[src/rtl/crt_pkg.sv]
// Package for the class route table: opcodes, default sizes and beat widths.
// Used by crt_entry_store and class_route_table_unit; depends on nothing else.
package crt_pkg;

  // Default table sizes, handed to the top level parameters.
  localparam int CLASS_COUNT_DEF = 64;
  localparam int TILE_COUNT_DEF  = 16;

  // Field widths of the stream beats.
  localparam int CLS_W   = 8;
  localparam int TILE_IN_W = 8;
  localparam int CONF_W  = 17;
  localparam int CNT32_W = 32;
  localparam int TOTAL_W = 34;
  localparam int VCNT_W  = 7;
  localparam int TOUT_W  = 4;
  localparam int IN_W    = 40;
  localparam int OUT_W   = 176;

  localparam logic [CNT32_W-1:0] CNT_MAX = '1;

  // Operation carried in the slave tuser field.
  typedef enum logic [2:0] {
    OP_LOOKUP         = 3'd0,
    OP_WRITE_ENTRY    = 3'd1,
    OP_CLEAR_ENTRY    = 3'd2,
    OP_CLEAR_ALL      = 3'd3,
    OP_RESET_COUNTERS = 3'd4,
    OP_READ_STATS     = 3'd5,
    OP_END_PASS       = 3'd6
  } crt_op_t;

  // Table update command issued when the decode stage retires a beat.
  typedef struct packed {
    logic wr_en;
    logic clr_en;
    logic clr_all;
  } crt_cmd_t;

endpackage

[src/rtl/class_route_table_unit.sv]
// An accepted slave beat passes the decode register, then the output register.
// Throughput: one beat per cycle while the master side does not stall; the entry
// memory is read as the beat is accepted and written as it retires, with a
// forward path for back-to-back accesses to the same class.
// Reset (rst, synchronous) clears all valid bits, the statistics counters,
// the valid count, the version counter and both pipeline stages.
// Top level of the class route table; depends on crt_pkg and crt_entry_store.
module class_route_table_unit
  import crt_pkg::*;
#(
  parameter int CLASS_COUNT = CLASS_COUNT_DEF,
  parameter int TILE_COUNT  = TILE_COUNT_DEF
) (
  input  logic             clk,
  input  logic             rst,
  input  logic             s_tvalid,
  output logic             s_tready,
  // [7:0] class_index, [15:8] tile_index, [32:16] confidence, [39:33] zero
  input  logic [IN_W-1:0]  s_tdata,
  // [2:0] opcode
  input  logic [2:0]       s_tuser,
  output logic             m_tvalid,
  input  logic             m_tready,
  // [3:0] tile_out, [4] compiled_route, [5] op_error, [37:6] hit_count,
  // [69:38] miss_count, [101:70] fallback_count, [135:102] total_count,
  // [142:136] valid_entries, [174:143] table_version, [175] zero
  output logic [OUT_W-1:0] m_tdata
);

  localparam int IDX_W  = (CLASS_COUNT > 1) ? $clog2(CLASS_COUNT) : 1;
  localparam int TILE_W = (TILE_COUNT > 1) ? $clog2(TILE_COUNT) : 1;
  localparam int CNT_W  = $clog2(CLASS_COUNT + 1);

  // Decode stage registers.
  logic                 s1_full;
  crt_op_t              s1_op;
  logic [CLS_W-1:0]     s1_cls;
  logic [TILE_IN_W-1:0] s1_tile;
  logic [CONF_W-1:0]    s1_conf;

  // Statistics.
  logic [CNT32_W-1:0] hits, misses, fallbacks, version;
  logic [TOTAL_W-1:0] total;
  logic [CNT32_W-1:0] hits_next, misses_next, fallbacks_next, version_next;
  logic [TOTAL_W-1:0] total_next;

  logic              s1_fire, accept;
  logic [CLS_W-1:0]  in_cls;
  logic              in_range, tile_ok;
  logic              lk_fb, lk_hit, lk_miss, wr_err;
  logic              cnt_step;
  crt_cmd_t          cmd;
  logic              ent_valid;
  logic [TILE_W-1:0] ent_tile;
  logic [CONF_W-1:0] ent_thresh;
  logic [CNT_W-1:0]  valid_total_next;
  logic [TOUT_W-1:0] tile_res;
  logic              routed;

  assign s1_fire  = s1_full && (!m_tvalid || m_tready);
  assign s_tready = !s1_full || s1_fire;
  assign accept   = s_tvalid && s_tready;
  assign in_cls   = s_tdata[CLS_W-1:0];

  // Input register.
  always_ff @(posedge clk) begin
    if (rst) begin
      s1_full <= 1'b0;
    end else if (s_tready) begin
      s1_full <= s_tvalid;
    end
  end

  always_ff @(posedge clk) begin
    if (accept) begin
      s1_op   <= crt_op_t'(s_tuser);
      s1_cls  <= in_cls;
      s1_tile <= s_tdata[15:8];
      s1_conf <= s_tdata[32:16];
    end
  end

  // Range checks and lookup outcome.
  assign in_range = {1'b0, s1_cls} < 9'(CLASS_COUNT);
  assign tile_ok  = {1'b0, s1_tile} < 9'(TILE_COUNT);
  assign lk_fb    = !in_range || !ent_valid;
  assign lk_hit   = !lk_fb && (s1_conf >= ent_thresh);
  assign lk_miss  = !lk_fb && !lk_hit;

  // Operation decode.
  always_comb begin
    cmd            = '0;
    wr_err         = 1'b0;
    routed         = 1'b0;
    hits_next      = hits;
    misses_next    = misses;
    fallbacks_next = fallbacks;
    version_next   = version;
    cnt_step       = 1'b0;
    total_next     = total;
    unique case (s1_op)
      OP_LOOKUP: begin
        if (lk_hit) begin
          routed    = 1'b1;
          cnt_step  = (hits != CNT_MAX);
          hits_next = cnt_step ? hits + 32'd1 : hits;
        end else if (lk_miss) begin
          cnt_step    = (misses != CNT_MAX);
          misses_next = cnt_step ? misses + 32'd1 : misses;
        end else begin
          cnt_step       = (fallbacks != CNT_MAX);
          fallbacks_next = cnt_step ? fallbacks + 32'd1 : fallbacks;
        end
        total_next = cnt_step ? total + TOTAL_W'(1) : total;
      end
      OP_WRITE_ENTRY: begin
        wr_err    = !in_range || !tile_ok;
        cmd.wr_en = s1_fire && !wr_err;
      end
      OP_CLEAR_ENTRY: begin
        cmd.clr_en = s1_fire && in_range;
      end
      OP_CLEAR_ALL: begin
        cmd.clr_all  = s1_fire;
        version_next = version + 32'd1;
      end
      OP_RESET_COUNTERS: begin
        hits_next      = '0;
        misses_next    = '0;
        fallbacks_next = '0;
        total_next     = '0;
      end
      OP_END_PASS: begin
        version_next = version + 32'd1;
      end
      default: begin
      end
    endcase
  end

  assign tile_res = routed ? TOUT_W'(ent_tile) : '0;

  crt_entry_store #(
    .CLASS_COUNT (CLASS_COUNT),
    .TILE_COUNT  (TILE_COUNT)
  ) u_store (
    .clk              (clk),
    .rst              (rst),
    .rd_en            (accept),
    .rd_addr          (in_cls[IDX_W-1:0]),
    .cmd              (cmd),
    .s1_addr          (s1_cls[IDX_W-1:0]),
    .wr_tile          (s1_tile[TILE_W-1:0]),
    .wr_thresh        (s1_conf),
    .ent_valid        (ent_valid),
    .ent_tile         (ent_tile),
    .ent_thresh       (ent_thresh),
    .valid_total_next (valid_total_next)
  );

  // Statistics update as a beat retires.
  always_ff @(posedge clk) begin
    if (rst) begin
      hits      <= '0;
      misses    <= '0;
      fallbacks <= '0;
      total     <= '0;
      version   <= '0;
    end else if (s1_fire) begin
      hits      <= hits_next;
      misses    <= misses_next;
      fallbacks <= fallbacks_next;
      total     <= total_next;
      version   <= version_next;
    end
  end

  // Output register.
  always_ff @(posedge clk) begin
    if (rst) begin
      m_tvalid <= 1'b0;
    end else if (s1_fire) begin
      m_tvalid <= 1'b1;
    end else if (m_tready) begin
      m_tvalid <= 1'b0;
    end
  end

  always_ff @(posedge clk) begin
    if (s1_fire) begin
      m_tdata <= {1'b0, version_next, VCNT_W'(valid_total_next), total_next,
                  fallbacks_next, misses_next, hits_next, wr_err, routed, tile_res};
    end
  end

  // The running total always equals the sum of the three counters.
  a_total_sum: assert property (@(posedge clk) disable iff (rst)
    total == TOTAL_W'(hits) + TOTAL_W'(misses) + TOTAL_W'(fallbacks))
    else $error("running total differs from counter sum");

  // End of pass advances the version by one.
  a_end_pass: assert property (@(posedge clk) disable iff (rst)
    s1_fire && s1_op == OP_END_PASS |=> version == $past(version) + 32'd1)
    else $error("end of pass did not advance the version");

  // Counter reset clears all three counters.
  a_cnt_reset: assert property (@(posedge clk) disable iff (rst)
    s1_fire && s1_op == OP_RESET_COUNTERS |=> hits == '0 && misses == '0 && fallbacks == '0)
    else $error("counter reset left a counter nonzero");

  // A routed lookup bumps the hit counter unless it is saturated.
  a_hit_count: assert property (@(posedge clk) disable iff (rst)
    s1_fire && s1_op == OP_LOOKUP && lk_hit |=>
      hits == $past(hits) + 32'd1 || hits == CNT_MAX)
    else $error("hit not counted");

endmodule

[src/rtl/crt_entry_store.sv]
// Entry storage for the class route table: tile/threshold memory with a
// registered read and write bypass, valid bits and the running valid count.
// Depends on crt_pkg.
module crt_entry_store
  import crt_pkg::*;
#(
  parameter int CLASS_COUNT = CLASS_COUNT_DEF,
  parameter int TILE_COUNT  = TILE_COUNT_DEF,
  localparam int IDX_W  = (CLASS_COUNT > 1) ? $clog2(CLASS_COUNT) : 1,
  localparam int TILE_W = (TILE_COUNT > 1) ? $clog2(TILE_COUNT) : 1,
  localparam int CNT_W  = $clog2(CLASS_COUNT + 1)
) (
  input  logic              clk,
  input  logic              rst,
  input  logic              rd_en,
  input  logic [IDX_W-1:0]  rd_addr,
  input  crt_cmd_t          cmd,
  input  logic [IDX_W-1:0]  s1_addr,
  input  logic [TILE_W-1:0] wr_tile,
  input  logic [CONF_W-1:0] wr_thresh,
  output logic              ent_valid,
  output logic [TILE_W-1:0] ent_tile,
  output logic [CONF_W-1:0] ent_thresh,
  output logic [CNT_W-1:0]  valid_total_next
);

  logic [TILE_W-1:0]      mem_tile [CLASS_COUNT];
  logic [CONF_W-1:0]      mem_thresh [CLASS_COUNT];
  logic [TILE_W-1:0]      rd_tile;
  logic [CONF_W-1:0]      rd_thresh;
  logic                   byp;
  logic [TILE_W-1:0]      byp_tile;
  logic [CONF_W-1:0]      byp_thresh;
  logic [CLASS_COUNT-1:0] valid_bits;
  logic [CNT_W-1:0]       valid_total;
  logic                   cur_valid;

  // Memory write when a write beat retires.
  always_ff @(posedge clk) begin
    if (cmd.wr_en) begin
      mem_tile[s1_addr]   <= wr_tile;
      mem_thresh[s1_addr] <= wr_thresh;
    end
  end

  // Registered read for the beat entering the decode stage.
  always_ff @(posedge clk) begin
    if (rd_en) begin
      rd_tile   <= mem_tile[rd_addr];
      rd_thresh <= mem_thresh[rd_addr];
    end
  end

  // A write retiring in the same cycle as the read is forwarded.
  always_ff @(posedge clk) begin
    if (rd_en) begin
      byp        <= cmd.wr_en && (rd_addr == s1_addr);
      byp_tile   <= wr_tile;
      byp_thresh <= wr_thresh;
    end
  end

  assign ent_tile   = byp ? byp_tile : rd_tile;
  assign ent_thresh = byp ? byp_thresh : rd_thresh;

  assign cur_valid = valid_bits[s1_addr];
  assign ent_valid = cur_valid;

  // Running count of valid entries.
  always_comb begin
    valid_total_next = valid_total;
    if (cmd.clr_all) begin
      valid_total_next = '0;
    end else if (cmd.wr_en && !cur_valid) begin
      valid_total_next = valid_total + CNT_W'(1);
    end else if (cmd.clr_en && cur_valid) begin
      valid_total_next = valid_total - CNT_W'(1);
    end
  end

  // Valid bits and count, cleared at reset and by a clear-all.
  always_ff @(posedge clk) begin
    if (rst) begin
      valid_bits  <= '0;
      valid_total <= '0;
    end else begin
      valid_total <= valid_total_next;
      if (cmd.clr_all) begin
        valid_bits <= '0;
      end else if (cmd.wr_en) begin
        valid_bits[s1_addr] <= 1'b1;
      end else if (cmd.clr_en) begin
        valid_bits[s1_addr] <= 1'b0;
      end
    end
  end

endmodule

[config.mk]
export PLATFORM = sky130hd
export DESIGN_NAME = class_route_table_unit
export DESIGN_NICKNAME = d
export VERILOG_FILES = /design/src/rtl/crt_pkg.sv /design/src/rtl/class_route_table_unit.sv /design/src/rtl/crt_entry_store.sv
export SDC_FILE = /design/constraint.sdc
export NUM_CORES = 2
export LEC_CHECK = 0
export ABC_AREA = 0
export BUFFER_PORTS_ARGS = -buffer_cell sky130_fd_sc_hd__buf_4
export CAP_MARGIN = 20
export CORE_ASPECT_RATIO = 1.75
export CORE_MARGIN = 4
export CORE_UTILIZATION = 35
export CTS_CLUSTER_SIZE = 24
export DETAILED_ROUTE_END_ITERATION = 10
export SLEW_MARGIN = 25
export SYNTH_ARGS = -nofsm -noshare
export SYNTH_HDL_FRONTEND = slang
export SYNTH_HIERARCHICAL = 1
export SYNTH_SLANG_ARGS = --single-unit
[constraint.sdc]
create_clock -name clk -period 8.8 [get_ports clk]
set_input_delay 2.2 -clock clk [delete_from_list [all_inputs] [get_ports clk]]
set_output_delay 2.2 -clock clk [all_outputs]
set_load 0.01 [all_outputs]
# == Word-level counts from Yosys, hierarchy flattened ==
# Memories as Yosys holds them, arrays and structs flattened. A register that Yosys moved wholly into a read port is not among the register bits.
# Index checks and enable logic that the tools add are counted.
# classes
eq_ne,9
add_sub_neg,7
magnitude_cmp,5
mux,37
bitwise,3
reduce_logical,27
n_shift,0
multipliers,0
n_div,0
# ops
op,count
2-to-1 mux 32 bit,9
case mux 32 bit (2 select lines),3
adder 32 x 1 -> 32 bit (second input constant),4
2-to-1 mux 64 bit,2
!= test 32 bit (second input constant),3
case mux 34 bit (2 select lines),1
bitwise AND 64 bit,1
NOT 64 bit,1
OR 64 bit,1
adder 34 x 1 -> 34 bit (second input constant),1
2-to-1 mux 34 bit,1
2-to-1 mux 7 bit,3
greater-or-equal comparator 17 bit,1
2-to-1 mux 17 bit,1
2-to-1 mux 1 bit,14
logical AND 1 bit,10
logical NOT 1 bit,8
less-than comparator 8 x 5 -> 1 bit (second input constant),1
less-than comparator 8 x 7 -> 1 bit (second input constant),1
adder 7 x 1 -> 7 bit (second input constant),1
less-than comparator 6 x 7 -> 1 bit (second input constant),1
subtractor 7 x 1 -> 7 bit (second input constant),1
binary-select mux 1 bit (select 6 bit),1
demux 1 bit (select 6 bit),1
other kinds (10),17
# totals
word_cells,109
n_memories,2
inputBits,47
register_bits,468
rom_bits,0
ram_bits,1344
latchBits,0
# memory_table
memory,words,width,rd,rd_ports_with_merged_regs,write_ports,line_no,text
u_store.mem_thresh,64,17,1,1,1,crt_entry_store.sv:28,logic [CONF_W-1:0] mem_thresh [CLASS_COUNT];
u_store.mem_tile,64,4,1,1,1,crt_entry_store.sv:27,logic [TILE_W-1:0] mem_tile [CLASS_COUNT];

# == Depth between registers and ports, before layout ==
# depth
word_depth,13
ltp_mapped,20
depth_no_buf,14

# == Modules after synthesis ==
# Netlist, hierarchy kept.
# by_module_without_submodules
mod,instances,seq_area_each_um2,area_each_um2,cells_per_inst
crt_entry_store,1,43071.3,56354.0,2520
class_route_table_unit,1,9619.2,18039.8,1783

# == Least setup slack after synthesis ==
# No wires, ideal clock.
# synth_timing
path_kind,input to register
startpoint,in m_tready
endpoint,reg m_tdata[0] (enable)
arrival_time_ps,7829
cell_stages,6
slack_ps,364
path_cell_list,nor2b_1 -> nand2b_1 -> clkbuf_1 -> inv_1 -> buf_2 -> buf_1
# synth_between
elab_chain_cells,2
# synth_lines
item,line_no,text
from (decl),class_route_table_unit.sv:23,"input logic m_tready,"
logical OR 1 bit,class_route_table_unit.sv:60,assign s1_fire = s1_full && (!m_tvalid || m_tready);
logical AND 1 bit,class_route_table_unit.sv:60,
via s1_fire,class_route_table_unit.sv:47,"logic s1_fire, accept;"
to (signal assigned),class_route_table_unit.sv:191,"m_tdata <= {1'b0, version_next, VCNT_W'(valid_total_next), total_next,"
to (decl),class_route_table_unit.sv:27,output logic [OUT_W-1:0] m_tdata
# The timed path passes the listed nets, and every way through them passes these cells.
# A chain may end at the register's enable or synchronous reset.

# == Worst setup path in the final report ==
# layout_timing
startpoint,reg s1_cls[2]
endpoint,"reg m_tdata[134], data pin"
# layout_between
elab_chain_cells,13
word_cells_on_any_way,15
# layout_lines
item,line_no,text
from (decl),class_route_table_unit.sv:37,logic [CLS_W-1:0] s1_cls;
from (signal assigned),class_route_table_unit.sv:77,s1_cls <= in_cls;
binary-select mux 1 bit (select 6 bit) *,crt_entry_store.sv:66,assign cur_valid = valid_bits[s1_addr];
2-to-1 mux 1 bit (implied by the code) *,crt_entry_store.sv:66,
via ent_valid,class_route_table_unit.sv:53,logic ent_valid;
logical NOT 1 bit *,class_route_table_unit.sv:86,assign lk_fb = !in_range || !ent_valid;
logical OR 1 bit *,class_route_table_unit.sv:86,
logical NOT 1 bit *,"class_route_table_unit.sv:87, class_route_table_unit.sv:88",
logical AND 1 bit,class_route_table_unit.sv:87,assign lk_hit = !lk_fb && (s1_conf >= ent_thresh);
logical NOT 1 bit,class_route_table_unit.sv:88,assign lk_miss = !lk_fb && !lk_hit;
logical AND 1 bit,class_route_table_unit.sv:88,
2-to-1 mux 1 bit,class_route_table_unit.sv:107,end else if (lk_miss) begin
2-to-1 mux 1 bit *,class_route_table_unit.sv:103,if (lk_hit) begin
2-to-1 mux 1 bit *,class_route_table_unit.sv:101,unique case (s1_op)
2-to-1 mux 34 bit *,class_route_table_unit.sv:114,total_next = cnt_step ? total + TOTAL_W'(1) : total;
case mux 34 bit (2 select lines) *,class_route_table_unit.sv:101,
via total_next[32],class_route_table_unit.sv:45,logic [TOTAL_W-1:0] total_next;
# The timed path passes the listed nets; every way through them passes the cells marked *. The select of a mux whose other input is x is not followed.

==> results_dict.tcl <==
set metrics [dict create \
    status "finished clean" \
    dr.first_iter.drc_count 4202 \
    rr_startpoint "s1_cls[2]" \
    startpoint "s1_cls[2]" \
    final_area_mm2 0.0851 \
    worstSetupEndpointType "register" \
    worst_slew_pin_slew_ns 1.12 \
    grt_antenna_before_repair 8 \
    ir_drop_v 0.000145 \
    cp_common_cell "buf_4" \
    place_hpwl_um 120000 \
    cpMaxStageDelayCell "edfxtp_1" \
    min_path_type "register to register" \
    synth_nets 4374 \
    placed_cell_area_mm2 0.0796 \
    max_freq_mhz 167 \
    cp.arrival_ns 6.58 \
    clk_pin_slew_ns 0.06 \
    area_delta_synth_final_pct 14.4 \
    wl_per_cell_um 26.1 \
    drive_gt1_frac 0.240 \
    min_period_ns 6.00 \
    die-area_mm2 0.220 \
    synth_edf_count 1598 \
    detail-route-antenna-nets 0 \
    grt-ovfl-total 0 \
    post-route-period-util 0.682 \
    ctsHoldBuffers 0 \
    async_reset_ff_frac 0 \
    start_util 0.352 \
    max_slew_margin 0.249 \
    cts_resized 0 \
    core_area_mm2 0.211 \
    dp.cells 7209 \
    synth_area_mm2 0.0744 \
    die_h_um 618 \
    r2r_setup_slack_ns 2.80 \
    rsz0062_at_grt "no" \
    ys_warn_count 6 \
    cts_tree "yes" \
    viasPerCell 5.37 \
    cts_buffers 173 \
    n_fill_cell 18800 \
    drc 0 \
    firstDrtPassIters 6 \
    crit_fanout 24 \
    timing.final.hold_violations 0 \
    drt-total-wl_um 196000 \
    cts_sinks 1833 \
    cp_num_buf_inv 3 \
    slew_viol_final 0 \
    critPathKind "register to register" \
    grt_pass1_vias 40400 \
    worstReg2RegEnd "m_tdata[134]" \
    worstHoldPathCells 2 \
    ys.flop_type "edfxtp_1" \
    clk_latency_ns 0.82 \
    clk_path_buf_depth 4 \
    clock_tree.root_cell "clkbuf_16" \
    worstSetupStartpointType "register" \
    vias 40400 \
    synthDistinctLibCells 96 \
    worstPathRequired_ns 9.38 \
    grt_usage 0.175 \
    critPathTopFamily "compound AO/OA/AOI/OAI gates" \
    seq_area_frac_synth 0.708 \
    grt_pass1_wl_um 282000 \
    ys_ff_latch 1833 \
    pin_count 225 \
    holdWs_ns 0.475 \
    postSynthCellCount 4303 \
    slowest_delay_ns 1.03 \
    die_x_um 357 \
    synth.avg_cell_area_um2 17.3 \
    gp_congestion 0.892 \
    fin_worst_skew_ns 0.0533 \
    cap_viol_max_count 0 \
    final_net_count 4643 \
    finalSetupViolations 0 \
    setup_tns_ns 0 \
    reg2reg_depth 15 \
    powerDensity_mw_per_mm2 210 \
    path_cells "buf_4 > mux2_1 > a22o_1 > o21a_1 > a211o_1 > nor3_4 > inv_2 > nor3b_2 > nand2_1 > a31oi_2 > buf_4 > a21o_4 > o211ai_2 > o21ai_0 > a21oi_1" \
    h-tree-depth 4 \
    rows 223 \
    io_buffers 216 \
    instances_no_fill 7514 \
    grt_max_degree 167 \
    post_cts_buffers 0 \
    p_leak_nw 27.4 \
]
[logic make-up after synthesis]
family                     after synthesis  synth area share
xor gates and xnor gates               195            0.0231
other                                    1         0.0000504
AOI/OAI and AO/OA                      460            0.0374
buffers and inverters                  364            0.0204
muxes                                  482             0.140
and+or+nand+nor                        944            0.0667
adders and majority gates               24           0.00404
DFF                                   1833             0.708
[registers in the layout, summed over array words and instances (netlist names), 32 cells and up, named ones only]
register and count:
m_tdata 175, hits 32, version 32, misses 32, fallbacks 32, u_store/mem_thresh 1088, u_store/mem_tile 256, total 34
[metrics by stage]
step / setup slack, ns / power, mW / utilization
4_1_cts: 2.92 / 18.1 / 0.403
3_3_place_gp: 3.00 / 10.7 / 0.377
6_report: 2.80 / 17.9 / 0.403
2_1_floorplan: 0.364 / 10.3 / -
3_5_place_dp: 2.95 / 10.7 / 0.377
5_1_grt: 2.51 / 18.4 / 0.403
[routing by layer]
metal	GRT usage	wire length [µm]
met5	0	20
met4	0.0726	8760
met3	0.0239	11300
met2	0.325	105000
met1	0.201	70900
[cells in the final DEF (no fill, tap or decap), drive strengths merged, types with 103 or more instances in the layout]
cell and count:
xnor2 103, clkbuf 204, o21ai 150, dfxtp 235, mux4 445, nor2 235
a21oi 161, edfxtp 1598, inv 114, nand2 225, buf 347
[where the power goes]
group | switching [mW] | internal [mW]
clock | 3.21 | 4.20
combinational | 0.576 | 0.336
sequential | 0.0407 | 9.51
[cells in the mapped netlist, drive strengths merged (20+ instances only)]
cell type  instances  area share
o21ai            150       0.010
nand2            225       0.011
or4               41      0.0043
inv              111      0.0056
ha                24      0.0040
nor4              22      0.0033
nand3             92      0.0063
xnor2            103       0.012
mux2              26      0.0039
xor2              92       0.011
clkbuf           152      0.0077
buf              101      0.0071
or3               51      0.0043
a31oi             29      0.0027
o31ai             33      0.0034
dfxtp            235       0.063
edfxtp          1598        0.65
nor2             235       0.012
nor3              58      0.0046
mux4             445        0.13
and3              42      0.0037
nand4             73      0.0063
and2              20      0.0017
a21oi            161       0.011
[how the worst max path moves through the flow]
stage,endpoint,cells after the start
final,m_tdata[134],15
after floorplan,m_tdata[0],6
after detailed placement,m_tdata[134],15
after global routing,m_tdata[134],15
after CTS,m_tdata[134],15
after global placement,m_tdata[141],12
[area by class of cell]
class	instances	area, µm²	share of cell area
Antenna cell	4	10.0	0.000118
Multi-Input combinational cell	2106	20200	0.238
Timing Repair Buffer	347	2710	0.0319
Clock buffer	204	4510	0.0530
Inverter	111	424	0.00498
Tap cell	2812	3520	0.0413
Clock inverter	97	988	0.0116
Sequential cell	1833	52700	0.619
[tightest hold or removal path: cells and delay by family (launching register included)]
| family | cells | cell delay [ns] |
|---|---|---|
| flops | 1 | 0.30 |
| compound gates | 2 | 0.12 |
(Power assumes the default switching activity.)
